## src/kpq_pkg.sv

```systemverilog
// Shared types, constants and codes of the key press qualifier.
// No dependencies; every other file of the block takes names from here.
package kpq_pkg;

    localparam int KEY_BITS = 16;
    localparam int CODE_W = 16;
    localparam int COUNT_W = 16;
    localparam int CFG_W = 16;
    localparam int ADDR_W = 4;
    localparam int DATA_W = 32;

    localparam logic [CODE_W-1:0] KEY_MASK =
        CODE_W'((64'd1 << KEY_BITS) - 64'd1);
    localparam logic [COUNT_W-1:0] COUNT_MAX = '1;

    localparam logic [CFG_W-1:0] LONG_PRESS_RESET = 16'd120;
    localparam logic [CFG_W-1:0] REPEAT_RESET = 16'd16;
    localparam logic [CFG_W-1:0] MIN_PRESS_RESET = 16'd2;
    localparam logic [CFG_W-1:0] RELEASE_RESET = 16'd2;

    typedef enum logic [1:0] {
        ACT_SCAN   = 2'd0,
        ACT_READ   = 2'd1,
        ACT_REPEAT = 2'd2
    } action_t;

    typedef enum logic [1:0] {
        REG_LONG_PRESS = 2'd0,
        REG_REPEAT     = 2'd1,
        REG_MIN_PRESS  = 2'd2,
        REG_RELEASE    = 2'd3
    } reg_index_t;

    typedef struct packed {
        logic [CFG_W-1:0] long_press_ticks;
        logic [CFG_W-1:0] repeat_ticks;
        logic [CFG_W-1:0] min_press_ticks;
        logic [CFG_W-1:0] release_ticks;
    } cfg_t;

    typedef struct packed {
        logic              key_valid;
        logic [CODE_W-1:0] key_code;
        logic              long_press;
    } result_t;

endpackage

```

## src/kpq_in_if.sv

```systemverilog
// Input channel of the key press qualifier: action and scan code per item.
// Depends on kpq_pkg for field widths.
interface kpq_in_if;
    logic                      valid;
    logic                      ready;
    logic [1:0]                action;
    logic [kpq_pkg::CODE_W-1:0] scan_code;

    modport source (output valid, output action, output scan_code, input ready);
    modport sink (input valid, input action, input scan_code, output ready);
endinterface

```

## src/kpq_out_if.sv

```systemverilog
// Result channel of the key press qualifier: one item per read action.
// Depends on kpq_pkg for field widths.
interface kpq_out_if;
    logic                      valid;
    logic                      ready;
    logic                      key_valid;
    logic [kpq_pkg::CODE_W-1:0] key_code;
    logic                      long_press;

    modport source (output valid, output key_valid, output key_code, output long_press,
                    input ready);
    modport sink (input valid, input key_valid, input key_code, input long_press,
                  output ready);
endinterface

```

## src/kpq_core.sv

```systemverilog
// Qualifier state and its single-pass update for one registered item.
// Depends on kpq_pkg for types, codes and counter limits.
module kpq_core (
    input  logic                       clk,
    input  logic                       rst_n,
    input  logic                       fire,
    input  kpq_pkg::action_t           action,
    input  logic [kpq_pkg::CODE_W-1:0] code,
    input  kpq_pkg::cfg_t              cfg,
    output kpq_pkg::result_t           result
);

    logic [kpq_pkg::CODE_W-1:0]  previous_code_reg, previous_code_next;
    logic [kpq_pkg::COUNT_W-1:0] held_count_reg, held_count_next;
    logic [kpq_pkg::COUNT_W-1:0] released_count_reg, released_count_next;
    logic [kpq_pkg::CODE_W-1:0]  latched_code_reg, latched_code_next;
    logic                        latched_ready_reg, latched_ready_next;
    logic                        latched_long_reg, latched_long_next;
    logic                        repeat_mode_reg, repeat_mode_next;

    logic [kpq_pkg::COUNT_W-1:0] held_inc;
    logic [kpq_pkg::COUNT_W-1:0] released_inc;
    logic [kpq_pkg::CFG_W-1:0]   limit;
    logic                        same_code;
    logic                        code_nz;

    assign code_nz = (code != '0);
    assign same_code = (code == previous_code_reg);
    assign held_inc = (held_count_reg < kpq_pkg::COUNT_MAX) ?
                      held_count_reg + 1'b1 : held_count_reg;
    assign released_inc = (released_count_reg < kpq_pkg::COUNT_MAX) ?
                          released_count_reg + 1'b1 : released_count_reg;
    assign limit = repeat_mode_reg ? cfg.repeat_ticks : cfg.long_press_ticks;

    always_comb
    begin
        previous_code_next = previous_code_reg;
        held_count_next = held_count_reg;
        released_count_next = released_count_reg;
        latched_code_next = latched_code_reg;
        latched_ready_next = latched_ready_reg;
        latched_long_next = latched_long_reg;
        repeat_mode_next = repeat_mode_reg;
        if (fire)
        begin
            unique case (action)
                kpq_pkg::ACT_SCAN:
                begin
                    if (code_nz && previous_code_reg == '0)
                        latched_ready_next = 1'b0;
                    if (same_code && code_nz)
                    begin
                        released_count_next = '0;
                        latched_code_next = code;
                        held_count_next = held_inc;
                        if (held_inc == limit)
                        begin
                            latched_ready_next = 1'b1;
                            if (repeat_mode_reg)
                                held_count_next = '0;
                            else
                                latched_long_next = 1'b1;
                        end
                    end
                    else if (same_code)
                    begin
                        released_count_next = released_inc;
                        if (released_inc > cfg.release_ticks)
                        begin
                            if (held_count_reg > cfg.min_press_ticks &&
                                held_count_reg < cfg.long_press_ticks)
                            begin
                                latched_ready_next = 1'b1;
                                latched_long_next = 1'b0;
                            end
                            held_count_next = '0;
                            repeat_mode_next = 1'b0;
                        end
                    end
                    previous_code_next = code;
                end
                kpq_pkg::ACT_READ:
                    latched_ready_next = 1'b0;
                kpq_pkg::ACT_REPEAT:
                    repeat_mode_next = 1'b1;
                default:
                    ;
            endcase
        end
    end

    always_comb
    begin
        result.key_valid = latched_ready_reg;
        result.key_code = latched_ready_reg ? latched_code_reg : '0;
        result.long_press = latched_ready_reg & latched_long_reg;
    end

    always_ff @(posedge clk or negedge rst_n)
    begin
        if (!rst_n)
        begin
            previous_code_reg <= '0;
            held_count_reg <= '0;
            released_count_reg <= '0;
            latched_code_reg <= '0;
            latched_ready_reg <= 1'b0;
            latched_long_reg <= 1'b0;
            repeat_mode_reg <= 1'b0;
        end
        else
        begin
            previous_code_reg <= previous_code_next;
            held_count_reg <= held_count_next;
            released_count_reg <= released_count_next;
            latched_code_reg <= latched_code_next;
            latched_ready_reg <= latched_ready_next;
            latched_long_reg <= latched_long_next;
            repeat_mode_reg <= repeat_mode_next;
        end
    end

endmodule

```

## src/key_press_qualifier.sv

```systemverilog
// Top level of the key press qualifier: APB registers, item registers, core.
// Depends on kpq_pkg, kpq_in_if, kpq_out_if and kpq_core.
//
// One item is taken per clock unless a held read waits on a full output
// register. An accepted item sits in the input register, then updates the
// qualifier state; a read action loads its result into the output register,
// where it holds until taken. The input register advances while the
// output register is empty or being taken, or when the held item is not a
// read. Registers at byte addresses 0, 4, 8, 12: long press ticks, repeat
// ticks, minimum press ticks, release ticks, 16 bits each, in pwdata[15:0].
module key_press_qualifier (
    input  logic                         clk,
    input  logic                         rst_n,
    kpq_in_if.sink                       scan,
    kpq_out_if.source                    key,
    input  logic                         psel,
    input  logic                         penable,
    input  logic                         pwrite,
    input  logic [kpq_pkg::ADDR_W-1:0]   paddr,
    input  logic [kpq_pkg::DATA_W-1:0]   pwdata,
    output logic [kpq_pkg::DATA_W-1:0]   prdata,
    output logic                         pready
);

    kpq_pkg::cfg_t cfg_reg;
    kpq_pkg::reg_index_t reg_index;
    logic cfg_write;

    logic                       item_valid_reg;
    kpq_pkg::action_t           item_action_reg;
    logic [kpq_pkg::CODE_W-1:0] item_code_reg;
    logic                       item_advance;
    logic                       out_free;

    logic                       out_valid_reg;
    kpq_pkg::result_t           out_data_reg;
    kpq_pkg::result_t           core_result;

    assign pready = 1'b1;
    assign reg_index = kpq_pkg::reg_index_t'(paddr[3:2]);
    assign cfg_write = psel & penable & pwrite & pready;

    always_comb
    begin
        unique case (reg_index)
            kpq_pkg::REG_LONG_PRESS: prdata = kpq_pkg::DATA_W'(cfg_reg.long_press_ticks);
            kpq_pkg::REG_REPEAT:     prdata = kpq_pkg::DATA_W'(cfg_reg.repeat_ticks);
            kpq_pkg::REG_MIN_PRESS:  prdata = kpq_pkg::DATA_W'(cfg_reg.min_press_ticks);
            kpq_pkg::REG_RELEASE:    prdata = kpq_pkg::DATA_W'(cfg_reg.release_ticks);
            default:                 prdata = '0;
        endcase
    end

    always_ff @(posedge clk or negedge rst_n)
    begin
        if (!rst_n)
        begin
            cfg_reg.long_press_ticks <= kpq_pkg::LONG_PRESS_RESET;
            cfg_reg.repeat_ticks <= kpq_pkg::REPEAT_RESET;
            cfg_reg.min_press_ticks <= kpq_pkg::MIN_PRESS_RESET;
            cfg_reg.release_ticks <= kpq_pkg::RELEASE_RESET;
        end
        else if (cfg_write)
        begin
            unique case (reg_index)
                kpq_pkg::REG_LONG_PRESS: cfg_reg.long_press_ticks <= pwdata[15:0];
                kpq_pkg::REG_REPEAT:     cfg_reg.repeat_ticks <= pwdata[15:0];
                kpq_pkg::REG_MIN_PRESS:  cfg_reg.min_press_ticks <= pwdata[15:0];
                kpq_pkg::REG_RELEASE:    cfg_reg.release_ticks <= pwdata[15:0];
                default:                 ;
            endcase
        end
    end

    assign out_free = ~out_valid_reg | key.ready;
    assign item_advance = item_valid_reg &
                          ((item_action_reg != kpq_pkg::ACT_READ) | out_free);
    assign scan.ready = ~item_valid_reg | item_advance;

    always_ff @(posedge clk or negedge rst_n)
    begin
        if (!rst_n)
            item_valid_reg <= 1'b0;
        else if (scan.ready)
            item_valid_reg <= scan.valid;
    end

    always_ff @(posedge clk)
    begin
        if (scan.ready && scan.valid)
        begin
            item_action_reg <= kpq_pkg::action_t'(scan.action);
            item_code_reg <= scan.scan_code & kpq_pkg::KEY_MASK;
        end
    end

    kpq_core u_core (
        .clk    (clk),
        .rst_n  (rst_n),
        .fire   (item_advance),
        .action (item_action_reg),
        .code   (item_code_reg),
        .cfg    (cfg_reg),
        .result (core_result)
    );

    always_ff @(posedge clk or negedge rst_n)
    begin
        if (!rst_n)
            out_valid_reg <= 1'b0;
        else if (item_advance && item_action_reg == kpq_pkg::ACT_READ)
            out_valid_reg <= 1'b1;
        else if (key.ready)
            out_valid_reg <= 1'b0;
    end

    always_ff @(posedge clk)
    begin
        if (item_advance && item_action_reg == kpq_pkg::ACT_READ)
            out_data_reg <= core_result;
    end

    assign key.valid = out_valid_reg;
    assign key.key_valid = out_data_reg.key_valid;
    assign key.key_code = out_data_reg.key_code;
    assign key.long_press = out_data_reg.long_press;

endmodule

```

## src/flat_wrapper.sv

```systemverilog
// flat-port wrapper written by rule: the top's interface ports become plain ports
module key_press_qualifier_flat 
  (clk, rst_n, psel, penable, pwrite, paddr, pwdata, prdata, pready, scan_valid, scan_action, scan_scan_code, scan_ready, key_valid, key_key_valid, key_key_code, key_long_press, key_ready);
  kpq_in_if scan_i ();
  kpq_out_if key_i ();
  input  logic clk;
  input  logic rst_n;
  input  logic psel;
  input  logic penable;
  input  logic pwrite;
  input  logic [kpq_pkg::ADDR_W-1:0] paddr;
  input  logic [kpq_pkg::DATA_W-1:0] pwdata;
  output logic [kpq_pkg::DATA_W-1:0] prdata;
  output logic pready;
  input wire logic [$bits(scan_i.valid)-1:0] scan_valid;
  input wire logic [$bits(scan_i.action)-1:0] scan_action;
  input wire logic [$bits(scan_i.scan_code)-1:0] scan_scan_code;
  output wire logic [$bits(scan_i.ready)-1:0] scan_ready;
  output wire logic [$bits(key_i.valid)-1:0] key_valid;
  output wire logic [$bits(key_i.key_valid)-1:0] key_key_valid;
  output wire logic [$bits(key_i.key_code)-1:0] key_key_code;
  output wire logic [$bits(key_i.long_press)-1:0] key_long_press;
  input wire logic [$bits(key_i.ready)-1:0] key_ready;
  assign scan_i.valid = scan_valid;
  assign scan_i.action = scan_action;
  assign scan_i.scan_code = scan_scan_code;
  assign scan_ready = scan_i.ready;
  assign key_valid = key_i.valid;
  assign key_key_valid = key_i.key_valid;
  assign key_key_code = key_i.key_code;
  assign key_long_press = key_i.long_press;
  assign key_i.ready = key_ready;
  key_press_qualifier u_core (.clk(clk), .rst_n(rst_n), .scan(scan_i), .key(key_i), .psel(psel), .penable(penable), .pwrite(pwrite), .paddr(paddr), .pwdata(pwdata), .prdata(prdata), .pready(pready));
endmodule
```

## config.mk

```make
export PLATFORM = sky130hd
export DESIGN_NAME = key_press_qualifier_flat
export DESIGN_NICKNAME = d
export VERILOG_FILES = /design/src/kpq_pkg.sv /design/src/kpq_in_if.sv /design/src/kpq_out_if.sv /design/src/kpq_core.sv /design/src/key_press_qualifier.sv /design/src/flat_wrapper.sv
export SDC_FILE = /design/constraint.sdc
export NUM_CORES = 1
export LEC_CHECK = 0
export ABC_AREA = 0
export BUFFER_PORTS_ARGS = -buffer_cell sky130_fd_sc_hd__buf_2
export CAP_MARGIN = 20
export CORE_MARGIN = 2
export CORE_UTILIZATION = 45
export CTS_BUF_LIST = sky130_fd_sc_hd__clkbuf_2
export DETAILED_ROUTE_END_ITERATION = 10
export REMOVE_ABC_BUFFERS = 1
export SYNTH_ARGS = -nofsm -noshare
export SYNTH_HDL_FRONTEND = slang
export SYNTH_SLANG_ARGS = --single-unit
```

## constraint.sdc

```tcl
create_clock -name clk -period 4.8 [get_ports clk]
set_input_delay 1.2 -clock clk [delete_from_list [all_inputs] [get_ports clk]]
set_output_delay 1.2 -clock clk [all_outputs]
set_load 0.02 [all_outputs]
```

# After elaboration in Yosys (flattened, before gate mapping)
# Index checks and enable logic that the tools add are counted.
# word_totals
in_bits	61
register_bits	169
elab_cells	103
output_inout_bits	53
# op_classes
addsub	2
n_eq_ne	13
reduce_logical	26
bitwise_logic	9
magnitude_cmp	5
muxes	30
# op_table
op	count
16-bit 2-to-1 mux	10
32-bit one-hot mux with 4 select lines	1
16-bit by 1-bit adder with 16-bit output, second input constant	2
16-bit == test	2
16-bit > comparator	2
16-bit < comparator, second input constant	2
1-bit 2-to-1 mux	17
16-bit logical NOT	1
16-bit < comparator	1
16-bit nonzero test	1
2-bit AND reduction	6
2-bit nonzero test	6
2-bit inequality test, second input constant	4
7-bit AND reduction	1
2-bit == test, second input constant	3
3-bit AND reduction	2
1-bit logical AND	5
5-bit AND reduction	1
1-bit AND	4
2-bit by 1-bit == test with 1-bit output, second input constant	2
2-bit logical NOT	2
2-bit by 1-bit inequality test with 1-bit output, second input constant	2
1-bit one-hot mux with 2 select lines	2
4-bit AND reduction	1
2 further kinds	5

# Longest topological paths before layout
# logic_depth
depth_word	8
mapped_depth	15
depth_no_buf	15

# Hierarchy
# A second synthesis with hierarchy kept.
# hier_totals
cells_unflattened	855
area_unflattened_um2	9878.2
# modules_own_cells
module	seq_area_each_um2	area_each_um2	cells_per_inst	instances
kpq_core	1676.6	5715.5	632	1
key_press_qualifier	2741.4	4162.7	223	1

# Worst setup path before layout
# Ideal clock, no wire load.
# synth_timing
kind	register to register
start	register u_core.u_core.released_count_reg[3] (netlist bit)
end	register u_core.u_core.latched_long_reg
arrival_ps	3844
stages_incl_launch_ff	16
n_path_buf	0
required_ps	4682
period_less_slack_ps	3963
setup_ps	118
path_slack_ps	837
cell_sequence	dfrtp_1 nand3_1 or2_2 nor4_1 nor2_1 and3_1 xor2_1 ha_1 a21o_1 a21o_1 a21oi_1 o31a_1 a311oi_1 nand2_1 or4_1 a21o_1
# synth_between
elab_chain_len	5
word_cells_on_any_way	6
cone_classes	add/sub (1); order compare (2); mux (1); reduce/logical (2)
# synth_lines
item	line	rtl
from (decl)	kpq_core.sv:15	logic [kpq_pkg::COUNT_W-1:0] released_count_reg, released_count_next;
from (signal assigned)	kpq_core.sv:115	released_count_reg <= released_count_next;
16-bit by 1-bit adder with 16-bit output / 16-bit < comparator (equally long branches)	kpq_core.sv:32, kpq_core.sv:31	
16-bit 2-to-1 mux (*)	kpq_core.sv:31	assign released_inc = (released_count_reg < kpq_pkg::COUNT_MAX) ?
16-bit > comparator (*)	kpq_core.sv:68	if (released_inc > cfg.release_ticks)
2-bit nonzero test (no line) (*)	--	
7-bit AND reduction (no line) (*)	--	
to (signal assigned)	kpq_core.sv:118	latched_long_reg <= latched_long_next;
to (decl)	kpq_core.sv:18	logic latched_long_reg, latched_long_next;
# Every way passes the cells marked *; elsewhere a longest branch is shown, timed or not.
# A chain may end at the register's enable or synchronous reset.

# Final worst setup path
# layout_timing
start	register u_core.u_core.released_count_reg[0] (netlist bit)
end	register u_core.u_core.latched_long_reg
# Same word-level chain as after synthesis.

==> reports/results.tsv <==
metric	value	unit
outcome	finished clean	
drive_gt1_frac	0.211	
ys_ff_latch	169	
fmax	231	MHz
chipHeight	151	µm
p_sw	1.19	mW
fin_ws	477	ps
wl_per_cell	19.1	µm
setup_violations	0	
num_rows	53	
hpwl	18400	µm
finalNetCount	1138	
grt_pass1_wl	40000	µm
grt_start_max_net_pins	115	
synth_cell_types	66	
crit_fanout	7	
grt_overflow	0	
layout_common_cells	dfrtp_1 (126), nand2_1 (118), buf_2 (77)	
multi_input_area	0.00495	mm²
crit_path_start_kind	flip-flop	
ant_nets	0	
avgViaCountPerCell	5.71	
cts_buffers	17	
num_io_pins	114	
cap_viol_max_count	0	
clkTransAtPathRegs	330	ps
cts_root_buffer	clkbuf_2	
ctsHoldBuffers	0	
hold_viol_final	0	
synth_edf_count	36	
port_buffers	78	
gp_congestion	0.953	
max-slew-margin-rel	0.317	
drt_wl_total	25200	µm
initial_core_util	0.463	
final_common_cell	dfrtp_1	
syn_inst	954	
die_w	151	µm
syn2layout_area_growth	9.96	%
core_area	0.0212	mm²
grt_pass1_vias	7234	
hold_class	in2async	
ys.flop_type	dfrtp_1	
ys_warn_count	0	
dieArea	0.0230	mm²
cts_tree	built	
yosysSeqAreaShare	0.451	
grt_antenna_before_repair	1	
final_max_slew_viol_count	0	
p_leak	4.92	nW
cts_max_level	4	
rsz0062_at_grt	no	
path_class	reg2reg	
worstMarginPinSlew	1020	ps
cts_resized	0	
clk_latency	800	ps
pwr-share-comb	0.224	
end_kind	flip-flop	
track_usage	0.230	
dp_worst_setup_slack	322	ps
pwr-share-seq	0.526	
period_share	0.901	
clkSinkCount	169	
power.density	317	mW/mm²
first_pass_iters	6	
async_reset_ff_frac	0.787	
synth.avg_cell_area	10.3	µm²
min_period	4320	ps
via_count	7523	
ir_worst_vdd	0.218	mV
largest_reg_flops	64	
drc	0	
p_int	2.22	mW
clock-skew-final	78.4	ps
clock_power_share	0.250	
syn_area	0.00979	mm²
swShare	0.350	
drt_iter0_drc	556	
crit_required	5460	ps
n_fill_cell	1973	
regArea	0.00442	mm²
tns	0	ps
post-cts-setup-buffers	0	
arrival	4980	ps
clockBufferDepth	2	
[per-stage QoR]
| step | cells | util | hold WS, ps | total power [mW] | area [µm²] |
|---|---|---|---|---|---|
| 5_1_grt | 1317 | 0.509 | 91.4 | 3.59 | 10800 |
| 3_3_place_gp | 1283 | 0.493 | 450 | 2.57 | 10400 |
| 4_1_cts | 1315 | 0.507 | 470 | 3.44 | 10700 |
| 2_1_floorplan | 913 | - | 438 | 2.30 | 9550 |
| 6_report | 1317 | 0.509 | 154 | 3.41 | 10800 |
| 3_5_place_dp | 1283 | 0.493 | 455 | 2.59 | 10400 |
[logic make-up after synthesis]
family                   count (synthesis)  share of synthesized area
adder cells (fa/ha/maj)                 49                     0.0626
AO/OA/AOI/OAI                          167                      0.113
multiplexers                            83                      0.112
flip-flops                             169                      0.451
AND/OR/NAND/NOR                        319                      0.162
buffers and inverters                  114                     0.0521
other                                    2                   0.000767
XOR/XNOR                                51                     0.0456
[synthesized netlist by cell type (12+ instances only)]
master / number / area (µm²)
a21o_1: 15 / 113
a21oi_1: 21 / 105
a22o_1: 12 / 105
and2_1: 21 / 131
and3_1: 13 / 81.3
buf_4: 18 / 135
clkbuf_1: 28 / 105
dfrtp_1: 126 / 3150
edfxtp_1: 36 / 1080
ha_1: 49 / 613
inv_1: 58 / 218
mux2_2: 51 / 574
mux2i_1: 16 / 160
mux4_2: 16 / 360
nand2_1: 118 / 443
nand3_1: 34 / 170
nand4_1: 25 / 156
nor2_1: 42 / 158
nor4_1: 19 / 119
o21ai_0: 58 / 290
xnor2_1: 39 / 342
xor2_1: 12 / 105
[worst paths after layout]
check                                               startpoint                            endpoint  slack, ps  cells past startpoint
max                        u_core.u_core.released_count_reg[0]      u_core.u_core.latched_long_reg        480                     14
max in group asynchronous                                rst_n  u_core.u_core.previous_code_reg[5]       3490                      3
min in group clk                u_core.u_core.latched_long_reg      u_core.u_core.latched_long_reg        500                      1
min                                                      rst_n                  u_core.cfg_reg[21]        150                      1
max reg2reg                u_core.u_core.released_count_reg[0]      u_core.u_core.latched_long_reg        480                     14
min reg2reg                     u_core.u_core.latched_long_reg      u_core.u_core.latched_long_reg        500                      1
[final cells by class]
type / instances / area share
antenna: 1 / 0.000232
clock buffer: 17 / 0.00790
clock inverter: 15 / 0.0185
inverter: 58 / 0.0202
multi-input combinational: 686 / 0.459
sequential: 169 / 0.410
tap: 275 / 0.0320
timing repair buffer: 96 / 0.0513
[layer usage]
| layer | track usage | up-vias | share of wire | routed length, µm |
|---|---|---|---|---|
| li1 | - | 3564 | - | - |
| met5 | 0 | - | 0 | 0 |
| met4 | 0.0634 | 0 | 0.018 | 445 |
| met1 | 0.316 | 3740 | 0.45 | 11300 |
| met2 | 0.384 | 191 | 0.49 | 12300 |
| met3 | 0.0305 | 28 | 0.041 | 1040 |
[power groups by stage]
stage,clock [mW],combinational [mW],sequential (mW)
5_1_grt,0.932,0.847,1.81
2_1_floorplan,0,0.534,1.77
4_1_cts,0.883,0.771,1.79
6_report,0.853,0.764,1.79
3_3_place_gp,0,0.756,1.81
3_5_place_dp,0,0.767,1.82
[worst max-delay path, stage by stage, from the launching register on]
cell      delay [ps]
dfrtp_1          490
ha_1             240
nand2_1          110
nor4_2           410
nand4_1          330
nand2b_1         270
nor2_1           110
xor2_1           160
ha_1             310
nand3_1          120
a2111o_1         400
a311oi_2         400
nand2_1          120
or4_1            540
a21o_1           190
(Power assumes the default switching activity.)
